<file path="src/rtl/dwpi_pkg.sv">
// shared constants for the dual wheel pi speed control block
package dwpi_pkg;

  localparam int CFG_IDX_W  = 3;
  localparam int CFG_DATA_W = 16;
  localparam int GAIN_W     = 11;
  localparam int INTEG_W    = 32;
  localparam int FIELD_W    = 16;

  localparam logic [1:0] MODE_EDGE_L = 2'd0;
  localparam logic [1:0] MODE_EDGE_R = 2'd1;
  localparam logic [1:0] MODE_TICK   = 2'd2;

  localparam logic [CFG_IDX_W-1:0] CFG_ENABLE    = 3'd0;
  localparam logic [CFG_IDX_W-1:0] CFG_PROP_GAIN = 3'd1;
  localparam logic [CFG_IDX_W-1:0] CFG_INTEG_GAIN = 3'd2;
  localparam logic [CFG_IDX_W-1:0] CFG_WINDUP    = 3'd3;
  localparam logic [CFG_IDX_W-1:0] CFG_DRIVE_MIN = 3'd4;
  localparam logic [CFG_IDX_W-1:0] CFG_DRIVE_MAX = 3'd5;

  localparam logic signed [GAIN_W-1:0] PROP_GAIN_RST  = -11'sd17;
  localparam logic signed [GAIN_W-1:0] INTEG_GAIN_RST = -11'sd4;
  localparam logic [FIELD_W-1:0]       WINDUP_RST     = 16'd200;
  localparam logic [FIELD_W-1:0]       DRIVE_MIN_RST  = 16'd50;
  localparam logic [FIELD_W-1:0]       DRIVE_MAX_RST  = 16'd400;

endpackage

</file>
<file path="src/rtl/dual_wheel_pi_speed_control_top.sv">
// dual wheel pi speed loop: pulse counters, integrators, gain products and drive clamp
// a result appears on the output register after its tick beat is accepted
// throughput: one beat per cycle unless the output stalls; the chain is input
// register, error and integrator update, gain products, sum and clamp into the output register
// a stalled output holds every stage; rst_n is synchronous, active low, and clears the
// counters and integrators and loads the register reset values
module dual_wheel_pi_speed_control_top #(
  parameter int PULSE_WIDTH = 16
) (
  input  logic                                clk,
  input  logic                                rst_n,
  input  logic                                cfg_we,
  input  logic [dwpi_pkg::CFG_IDX_W-1:0]      cfg_index,
  input  logic [dwpi_pkg::CFG_DATA_W-1:0]     cfg_data,
  input  logic                                in_valid,
  output logic                                in_ready,
  input  logic [1:0]                          in_mode,
  input  logic [dwpi_pkg::FIELD_W-1:0]        in_target_left,
  input  logic [dwpi_pkg::FIELD_W-1:0]        in_target_right,
  output logic                                out_valid,
  input  logic                                out_ready,
  output logic [dwpi_pkg::FIELD_W-1:0]        out_drive_left,
  output logic [dwpi_pkg::FIELD_W-1:0]        out_drive_right,
  output logic [dwpi_pkg::FIELD_W-1:0]        out_pulses_left,
  output logic [dwpi_pkg::FIELD_W-1:0]        out_pulses_right
);

  localparam int FW  = dwpi_pkg::FIELD_W;
  localparam int GW  = dwpi_pkg::GAIN_W;
  localparam int IW  = dwpi_pkg::INTEG_W;
  localparam int EW  = ((PULSE_WIDTH > FW) ? PULSE_WIDTH : FW) + 1;
  localparam int PPW = GW + EW;
  localparam int PIW = GW + IW;
  localparam int DW  = ((PPW > PIW) ? PPW : PIW) + 1;

  // configuration
  logic                 enable_r;
  logic signed [GW-1:0] prop_gain_r;
  logic signed [GW-1:0] integ_gain_r;
  logic [FW-1:0]        windup_r;
  logic [FW-1:0]        drive_min_r;
  logic [FW-1:0]        drive_max_r;

  always_ff @(posedge clk) begin
    if (!rst_n) begin
      enable_r     <= 1'b0;
      prop_gain_r  <= dwpi_pkg::PROP_GAIN_RST;
      integ_gain_r <= dwpi_pkg::INTEG_GAIN_RST;
      windup_r     <= dwpi_pkg::WINDUP_RST;
      drive_min_r  <= dwpi_pkg::DRIVE_MIN_RST;
      drive_max_r  <= dwpi_pkg::DRIVE_MAX_RST;
    end else if (cfg_we) begin
      case (cfg_index)
        dwpi_pkg::CFG_ENABLE:     enable_r     <= cfg_data[0];
        dwpi_pkg::CFG_PROP_GAIN:  prop_gain_r  <= $signed(cfg_data[GW-1:0]);
        dwpi_pkg::CFG_INTEG_GAIN: integ_gain_r <= $signed(cfg_data[GW-1:0]);
        dwpi_pkg::CFG_WINDUP:     windup_r     <= cfg_data;
        dwpi_pkg::CFG_DRIVE_MIN:  drive_min_r  <= cfg_data;
        dwpi_pkg::CFG_DRIVE_MAX:  drive_max_r  <= cfg_data;
        default: ;
      endcase
    end
  end

  // pipeline control
  logic stall;
  logic advance;
  logic out_valid_r;

  assign stall    = out_valid_r && !out_ready;
  assign advance  = !stall;
  assign in_ready = advance;

  // input register
  logic          s0_valid_r;
  logic [1:0]    s0_mode_r;
  logic [FW-1:0] s0_tl_r;
  logic [FW-1:0] s0_tr_r;

  always_ff @(posedge clk) begin
    if (!rst_n) begin
      s0_valid_r <= 1'b0;
    end else if (advance) begin
      s0_valid_r <= in_valid;
    end
  end

  always_ff @(posedge clk) begin
    if (in_valid && in_ready) begin
      s0_mode_r <= in_mode;
      s0_tl_r   <= in_target_left;
      s0_tr_r   <= in_target_right;
    end
  end

  // counters and integrators
  logic [PULSE_WIDTH-1:0] cnt_l_r, cnt_l_nxt;
  logic [PULSE_WIDTH-1:0] cnt_r_r, cnt_r_nxt;
  logic signed [IW-1:0]   integ_l_r, integ_l_nxt;
  logic signed [IW-1:0]   integ_r_r, integ_r_nxt;
  logic                   s0_fire;
  logic                   tick_go;
  logic signed [EW-1:0]   err_l, err_r;

  function automatic logic integ_ok(input logic signed [EW-1:0] err,
                                    input logic signed [IW-1:0] acc,
                                    input logic [FW-1:0] limit);
    logic signed [IW:0] acc_x;
    logic signed [IW:0] mag;
    acc_x = (IW+1)'(acc);
    mag   = acc[IW-1] ? -acc_x : acc_x;
    integ_ok = (mag < $signed({{(IW+1-FW){1'b0}}, limit})) || (err == '0) ||
               (acc == '0) || (err[EW-1] != acc[IW-1]);
  endfunction

  assign s0_fire = s0_valid_r && advance;
  assign tick_go = s0_fire && (s0_mode_r == dwpi_pkg::MODE_TICK) && enable_r;
  assign err_l   = $signed({{(EW-FW){1'b0}}, s0_tl_r}) -
                   $signed({{(EW-PULSE_WIDTH){1'b0}}, cnt_l_r});
  assign err_r   = $signed({{(EW-FW){1'b0}}, s0_tr_r}) -
                   $signed({{(EW-PULSE_WIDTH){1'b0}}, cnt_r_r});

  always_comb begin
    cnt_l_nxt   = cnt_l_r;
    cnt_r_nxt   = cnt_r_r;
    integ_l_nxt = integ_l_r;
    integ_r_nxt = integ_r_r;
    if (s0_fire) begin
      case (s0_mode_r)
        dwpi_pkg::MODE_EDGE_L: cnt_l_nxt = cnt_l_r + 1'b1;
        dwpi_pkg::MODE_EDGE_R: cnt_r_nxt = cnt_r_r + 1'b1;
        dwpi_pkg::MODE_TICK: begin
          if (enable_r) begin
            cnt_l_nxt = '0;
            cnt_r_nxt = '0;
            if (integ_ok(err_l, integ_l_r, windup_r)) begin
              integ_l_nxt = integ_l_r + IW'(err_l);
            end
            if (integ_ok(err_r, integ_r_r, windup_r)) begin
              integ_r_nxt = integ_r_r + IW'(err_r);
            end
          end
        end
        default: ;
      endcase
    end
  end

  always_ff @(posedge clk) begin
    if (!rst_n) begin
      cnt_l_r   <= '0;
      cnt_r_r   <= '0;
      integ_l_r <= '0;
      integ_r_r <= '0;
    end else begin
      cnt_l_r   <= cnt_l_nxt;
      cnt_r_r   <= cnt_r_nxt;
      integ_l_r <= integ_l_nxt;
      integ_r_r <= integ_r_nxt;
    end
  end

  // stage 1: error and old integrator
  logic                 s1_valid_r;
  logic signed [EW-1:0] s1_err_l_r, s1_err_r_r;
  logic signed [IW-1:0] s1_acc_l_r, s1_acc_r_r;
  logic [FW-1:0]        s1_pl_r, s1_pr_r;

  // stage 2: gain products
  logic                  s2_valid_r;
  logic signed [PPW-1:0] s2_pp_l_r, s2_pp_r_r;
  logic signed [PIW-1:0] s2_pi_l_r, s2_pi_r_r;
  logic [FW-1:0]         s2_pl_r, s2_pr_r;

  always_ff @(posedge clk) begin
    if (!rst_n) begin
      s1_valid_r  <= 1'b0;
      s2_valid_r  <= 1'b0;
      out_valid_r <= 1'b0;
    end else if (advance) begin
      s1_valid_r  <= tick_go;
      s2_valid_r  <= s1_valid_r;
      out_valid_r <= s2_valid_r;
    end
  end

  function automatic logic [FW-1:0] clamp(input logic signed [DW-1:0] drive,
                                          input logic [FW-1:0] lo,
                                          input logic [FW-1:0] hi);
    logic signed [DW-1:0] lo_x;
    logic signed [DW-1:0] hi_x;
    lo_x = $signed({{(DW-FW){1'b0}}, lo});
    hi_x = $signed({{(DW-FW){1'b0}}, hi});
    if (drive < lo_x) begin
      clamp = lo;
    end else if (drive > hi_x) begin
      clamp = hi;
    end else begin
      clamp = drive[FW-1:0];
    end
  endfunction

  logic signed [DW-1:0] drive_l, drive_r;
  assign drive_l = DW'(s2_pp_l_r) + DW'(s2_pi_l_r);
  assign drive_r = DW'(s2_pp_r_r) + DW'(s2_pi_r_r);

  logic [FW-1:0] out_dl_r, out_dr_r, out_pl_r, out_pr_r;

  always_ff @(posedge clk) begin
    if (advance) begin
      s1_err_l_r <= err_l;
      s1_err_r_r <= err_r;
      s1_acc_l_r <= integ_l_r;
      s1_acc_r_r <= integ_r_r;
      s1_pl_r    <= FW'(cnt_l_r);
      s1_pr_r    <= FW'(cnt_r_r);
      s2_pp_l_r  <= PPW'(prop_gain_r) * PPW'(s1_err_l_r);
      s2_pp_r_r  <= PPW'(prop_gain_r) * PPW'(s1_err_r_r);
      s2_pi_l_r  <= PIW'(integ_gain_r) * PIW'(s1_acc_l_r);
      s2_pi_r_r  <= PIW'(integ_gain_r) * PIW'(s1_acc_r_r);
      s2_pl_r    <= s1_pl_r;
      s2_pr_r    <= s1_pr_r;
      out_dl_r   <= clamp(drive_l, drive_min_r, drive_max_r);
      out_dr_r   <= clamp(drive_r, drive_min_r, drive_max_r);
      out_pl_r   <= s2_pl_r;
      out_pr_r   <= s2_pr_r;
    end
  end

  assign out_valid        = out_valid_r;
  assign out_drive_left   = out_dl_r;
  assign out_drive_right  = out_dr_r;
  assign out_pulses_left  = out_pl_r;
  assign out_pulses_right = out_pr_r;

`ifndef SYNTHESIS
  a_tick_clears: assert property (@(posedge clk) disable iff (!rst_n)
    tick_go |=> (cnt_l_r == '0) && (cnt_r_r == '0))
    else $error("counters not cleared by tick");

  a_edge_left: assert property (@(posedge clk) disable iff (!rst_n)
    (s0_fire && (s0_mode_r == dwpi_pkg::MODE_EDGE_L)) |=>
      (cnt_l_r == PULSE_WIDTH'($past(cnt_l_r) + 1'b1)))
    else $error("left edge not counted");

  a_integ_hold: assert property (@(posedge clk) disable iff (!rst_n)
    !tick_go |=> $stable(integ_l_r) && $stable(integ_r_r))
    else $error("integrator moved without tick");

  a_out_source: assert property (@(posedge clk) disable iff (!rst_n)
    $rose(out_valid_r) |-> $past(s2_valid_r))
    else $error("result without product stage");
`endif

endmodule
</file>
<file path="config.mk">
export PLATFORM = sky130hd
export DESIGN_NAME = dual_wheel_pi_speed_control_top
export DESIGN_NICKNAME = d
export VERILOG_FILES = /design/src/rtl/dwpi_pkg.sv /design/src/rtl/dual_wheel_pi_speed_control_top.sv
export SDC_FILE = /design/constraint.sdc
export NUM_CORES = 2
export LEC_CHECK = 0
export BUFFER_PORTS_ARGS = -buffer_cell sky130_fd_sc_hd__clkbuf_2
export CORE_ASPECT_RATIO = 1.2
export CORE_MARGIN = 10
export CORE_UTILIZATION = 40
export CTS_CLUSTER_SIZE = 12
export DETAILED_ROUTE_END_ITERATION = 8
export HOLD_SLACK_MARGIN = 0.1
export PLACE_DENSITY = 0.54
export SKIP_CTS_REPAIR_TIMING = 1
export SLEW_MARGIN = 15
export SYNTH_ARGS = -nofsm -noshare
export SYNTH_HDL_FRONTEND = slang
export SYNTH_SLANG_ARGS = --single-unit
</file>
<file path="constraint.sdc">
create_clock -name clk -period 25.4 [get_ports clk]
set_input_delay 1.27 -clock clk [delete_from_list [all_inputs] [get_ports clk]]
set_output_delay 1.27 -clock clk [all_outputs]
set_load 0.02 [all_outputs]
</file>
# After elaboration in Yosys (flattened, before gate mapping)
# Cells that the tools add are included.
[classes]
eq_ne = 10
reduce_logical = 31
magnitude_cmp = 6
multipliers = 4
mux = 9
add_sub_neg = 10
[op_table]
columns = ["cell", "count"]
rows = [
  ["adder 28 x 43 -> 44 bit", 2],
  ["> comparator 44 x 17 -> 1 bit", 2],
  ["< comparator 44 x 17 -> 1 bit", 2],
  ["multiplier 11 x 32 -> 43 bit", 2],
  ["2-to-1 mux 16 bit", 5],
  ["< comparator 33 x 17 -> 1 bit", 2],
  ["2-to-1 mux 33 bit", 2],
  ["negator 32 -> 33 bit", 2],
  ["adder 32 x 17 -> 32 bit", 2],
  ["logical NOT 32 bit", 2],
  ["case mux 16 bit (2 select lines)", 2],
  ["multiplier 11 x 17 -> 28 bit", 2],
  ["logical NOT 17 bit", 2],
  ["subtractor 16 x 16 -> 17 bit", 2],
  ["adder 16 x 1 -> 16 bit, second input constant", 2],
  ["AND reduction 2 bit", 6],
  ["AND reduction 4 bit", 2],
  ["== test 3 x 2 -> 1 bit, second input constant", 2],
  ["== test 3 bit, second input constant", 2],
  ["logical OR 1 bit", 6],
  ["AND reduction 3 bit", 2],
  ["logical AND 1 bit", 5],
  ["nonzero test 2 bit", 2],
  ["== test 3 x 1 -> 1 bit, second input constant", 1],
  ["7 further kinds", 9],
]
[totals]
output_inout_bits = 66
inputBits = 58
regBits = 573
wordCells = 103

# Logic depth before layout (Yosys ltp)
[depth]
word_depth = 7
depth_mapped = 27
mapped_depth_nobuf = 26

# Least setup slack after synthesis
# No wires, ideal clock.
[synth_timing]
kind = "input to register"
startpoint = "in out_ready"
endpoint = "reg cnt_l_r[15]"
slack_ns = 14.594
n_path_buf = 1
setup_time_ns = 0.072
required_ns = 25.328
arrival_ns = 10.734
cell_stages = 9
cell_sequence = "nor2b_1 inv_1 nand2_1 nor3_1 and4_1 clkbuf_1 nand2_1 or3_1 a21oi_1"
[synth_between]
elab_chain_len = 5
[synth_lines]
columns = ["item", "line", "source"]
rows = [
  ["from (decl)", "dual_wheel_pi_speed_control_top.sv:21", "input logic out_ready,"],
  ["logical NOT 1 bit", "dual_wheel_pi_speed_control_top.sv:70", "assign stall = out_valid_r && !out_ready;"],
  ["logical AND 1 bit", "dual_wheel_pi_speed_control_top.sv:70", ""],
  ["logical NOT 1 bit", "dual_wheel_pi_speed_control_top.sv:71", "assign advance = !stall;"],
  ["named net in_ready", "dual_wheel_pi_speed_control_top.sv:16", "output logic in_ready,"],
  ["logical AND 1 bit", "dual_wheel_pi_speed_control_top.sv:116", "assign s0_fire = s0_valid_r && advance;"],
  ["AND reduction 3 bit (no line)", "n/a", ""],
  ["to (signal assigned)", "dual_wheel_pi_speed_control_top.sv:156", "cnt_l_r <= cnt_l_nxt;"],
  ["to (decl)", "dual_wheel_pi_speed_control_top.sv:97", "logic [PULSE_WIDTH-1:0] cnt_l_r, cnt_l_nxt;"],
]
# The timed path passes the listed nets, and every way through them passes these cells.
# A chain may end at the register's enable or synchronous reset.

# Worst setup path after layout
[layout_timing]
startpoint = "reg integ_gain_r[2]"
endpoint = "reg s2_pi_l_r[41], data pin"
[layout_between]
elab_chain_len = 1
[layout_lines]
columns = ["item", "line", "source"]
rows = [
  ["from (decl)", "dual_wheel_pi_speed_control_top.sv:39", "logic signed [GW-1:0] integ_gain_r;"],
  ["from (signal assigned)", "dual_wheel_pi_speed_control_top.sv:48", "integ_gain_r <= dwpi_pkg::INTEG_GAIN_RST;"],
  ["from (signal assigned)", "dual_wheel_pi_speed_control_top.sv:56", "dwpi_pkg::CFG_INTEG_GAIN: integ_gain_r <= $signed(cfg_data[GW-1:0]);"],
  ["multiplier 11 x 32 -> 43 bit", "dual_wheel_pi_speed_control_top.sv:219", "s2_pi_l_r <= PIW'(integ_gain_r) * PIW'(s1_acc_l_r);"],
  ["to (signal assigned)", "dual_wheel_pi_speed_control_top.sv:219", ""],
  ["to (decl)", "dual_wheel_pi_speed_control_top.sv:172", "logic signed [PIW-1:0] s2_pi_l_r, s2_pi_r_r;"],
]
# No other way between the ends.

==> flow_summary_export.csv <==
group,metric,value,unit
synthesis,ys_seq_elements,573,
min_path,hold_path_end,"out_pulses_right[6]$_DFFE_PN_",
sta,worst_pin_slew,1.19,ns
sta,finalHoldViolations,0,
synthesis,ys_seq_area_share,22.2,%
sta,finalClockSkew,0.0301,ns
setup_path,rr_endpoint,"s2_pi_l_r[41]$_DFFE_PN_",
die,fp.dieW,401,um
place,dpl-instance-area,72300,um^2
setup_path,reg2regPathDepth,22,
synthesis,yosys.cell_types.count,103,
setup_path,r2r_setup_slack,17.68,ns
routing,wl_per_cell,19.8,um
sta,fin_setup_tns,0,ns
clock_tree,cts_root_buffer,"clkbuf_16",
sta,rsz0062_at_grt,"no",
sta,fin_crit,7.72,ns
synthesis,yosysWarnings,0,
clock_tree,cts_sinks,573,
place,gp_congestion,0.878,
sta,report.final.slew_viol_count,0,
final_layout,fillers,17000,
setup_path,arrival,8.14,ns
job,drv_cap,0,
synthesis,synth.area.top_cells,"fa_1 (28%), edfxtp_1 (17%), ha_1 (10%), inv_1 (6.7%), dfxtp_1 (4.9%)",
final_layout,regArea,15500,um^2
synthesis,syn_inst,7436,
global_route,grt.total_usage,19.9,%
sta,final-setup-viol-count,0,
routing,vias,51000,
clock_tree,cts_tree,"built",
synthesis,synth-edff-count,402,
final_layout,multi_input_area,48300,um^2
die,rows,167,
final_layout,drive_gt1_share,5.05,%
routing,drt_iter0_markers,3229,
outcome,outcome,"completed",
setup_path,critical_path.max_fanout,47,
synthesis,synth.top_cells.by_count,"inv_1 (1246), fa_1 (960), nand2_1 (853), ha_1 (572), and2_1 (478)",
clock_tree,cts_inserted_buffers,68,
routing,totalWireLength,192000,um
synthesis,synth.net_count,9026,
place,dp_hpwl,155000,um
setup_path,setup.worst_path.start_class,"register",
synthesis,ys_async_sr_fraction,0,%
global_route,grt-ovfl-total,0,
synthesis,synthMostInstantiatedCell,"inv_1",
synthesis,syn_avg_cell_area,9.37,um^2
final_layout,post-route-cell-area,74600,um^2
min_path,worstHoldPathType,"register to register",
sta,timing.slew.headroom,20.6,%
setup_path,timing.rr.start,"integ_gain_r[2]$_SDFFE_PN1P_",
synthesis,netlist_area,69700,um^2
synthesis,synth-main-ff-cell,"edfxtp_1",
place,port_buffers,123,
die,coreArea,173000,um^2
routing,vias_per_cell,5.26,
global_route,grt_pass1_vias,52600,
die,dieArea,191000,um^2
final_layout,area.growth.synth_to_final,7.05,%
routing,ant_nets,0,
clock_tree,clockBufferDepth,3,
setup_path,critPathLaunch,"integ_gain_r[2]$_SDFFE_PN1P_",
routing,firstDrtPassIters,5,
die,die_y,477,um
sta,period_share,30.4,%
synthesis,netlist.area_leader.share,27.6,%
min_path,hold_depth,0,
setup_path,worstPathRequired,25.82,ns
die,pin_count,124,
global_route,grt_pass1_wl,304000,um
global_route,grt_antenna_before_repair,15,
clock_tree,cts_max_level,3,
setup_path,crit_path_end_kind,"register",
die,start_util,40.3,%
final_layout,nets,8949,
min_path,min-delay-start,"s2_pr_r[6]$_DFFE_PN_",
routing,drc,0,
clock_tree,clk_pin_slew_worst_paths,0.08,ns
clock_tree,clock_latency,0.68,ns
setup_path,worstSetupPathType,"register to register",
sta,fmax,129,MHz
global_route,grt_max_degree,137,
synthesis,synth_area_leader_cell,"fa_1",
==> cell type report <==
class | count | area share (%)
Tap cell | 2281 | 3.83
Timing Repair Buffer | 158 | 1.19
Clock inverter | 35 | 0.602
Multi-Input combinational cell | 5311 | 64.8
Antenna cell | 4 | 0.0134
Sequential cell | 573 | 20.8
Inverter | 1247 | 6.29
Clock buffer | 89 | 2.50
==> worst max-delay path by stage <==
stage / endpoint / cells after the start
finish: s2_pi_l_r[41]$_DFFE_PN_ / 22
global route: s2_pi_l_r[41]$_DFFE_PN_ / 22
CTS: s2_pi_l_r[41]$_DFFE_PN_ / 22
detailed placement: s2_pi_l_r[41]$_DFFE_PN_ / 22
global placement: s2_pi_l_r[41]$_DFFE_PN_ / 22
floorplan: cnt_l_r[15]$_SDFFE_PN0P_ / 9
==> sequential cells by signal, indices dropped and copies added (netlist names), 17 cells and up <==
name	count
integ_r_r	32
s1_err_l_r	17
s2_pp_l_r	28
s1_err_r_r	17
s1_acc_r_r	32
s2_pp_r_r	28
s2_pi_r_r	43
s2_pi_l_r	43
s1_acc_l_r	32
integ_l_r	32
==> kinds of logic (layout without fill, tap and decap cells) <==
kind of cell	count (synthesis)	in the layout	synth area share, %
AND/OR/NAND/NOR	2277	2277	15.8
buffers and inverters	1552	1529	8.49
adder cells (fa/ha/maj)	1532	1532	37.8
AO/OA/AOI/OAI	1119	1119	10.7
flip-flops	573	573	22.2
XOR/XNOR	317	317	3.98
multiplexers	66	66	0.959
other	0	4	0
==> cell usage in the layout (no fill, tap or decap), drive strengths merged, types with 36 or more instances in the layout <==
cell	n
a211oi	46
a21o	128
a21oi	339
a31oi	36
and2	478
and3	36
clkbuf	212
dfxtp	171
edfxtp	402
fa	960
ha	572
inv	1251
mux2i	60
nand2	853
nand2b	62
nand3	109
nand4	54
nor2	396
nor2b	47
nor3	88
o21a	58
o21ai	200
o21bai	40
or3	47
xnor2	264
xor2	53
==> critical path, cell delays in order, from the launching register on <==
cell,delay [ns]
dfxtp_2,0.56
buf_4,0.57
nand2_1,0.17
fa_1,0.54
fa_1,0.51
inv_1,0.05
fa_1,0.49
fa_1,0.50
inv_1,0.06
fa_1,0.47
inv_1,0.04
ha_1,0.33
and2_1,0.20
a221oi_1,0.33
a21boi_0,0.21
o211a_1,0.28
o41a_1,0.37
a2111o_1,0.48
a311oi_1,0.42
o21ai_0,0.25
nor2b_1,0.18
a211oi_1,0.27
xnor2_1,0.10
==> through the flow <==
stage	instances	setup WS, ns	hold slack [ns]	utilization, %
detailed placement	9570	17.65	0.405	41.8
global placement	9570	17.80	0.401	41.8
floorplan	7436	14.59	0.400	-
global route	9695	17.05	0.419	43.1
CTS	9694	17.64	0.400	43.1
finish	9698	17.68	0.400	43.1
==> routing by layer <==
layer  share of wire, %  track usage [%]  routed length [um]
met3                5.3             2.75               10200
met1                 45             27.2               87300
met4                2.4             5.06                4590
met2                 47             33.1               90000
met5             0.0062                0                  12
Power is not shown: default switching activity piles up to over one toggle a cycle in this logic, so the estimate is an artifact.
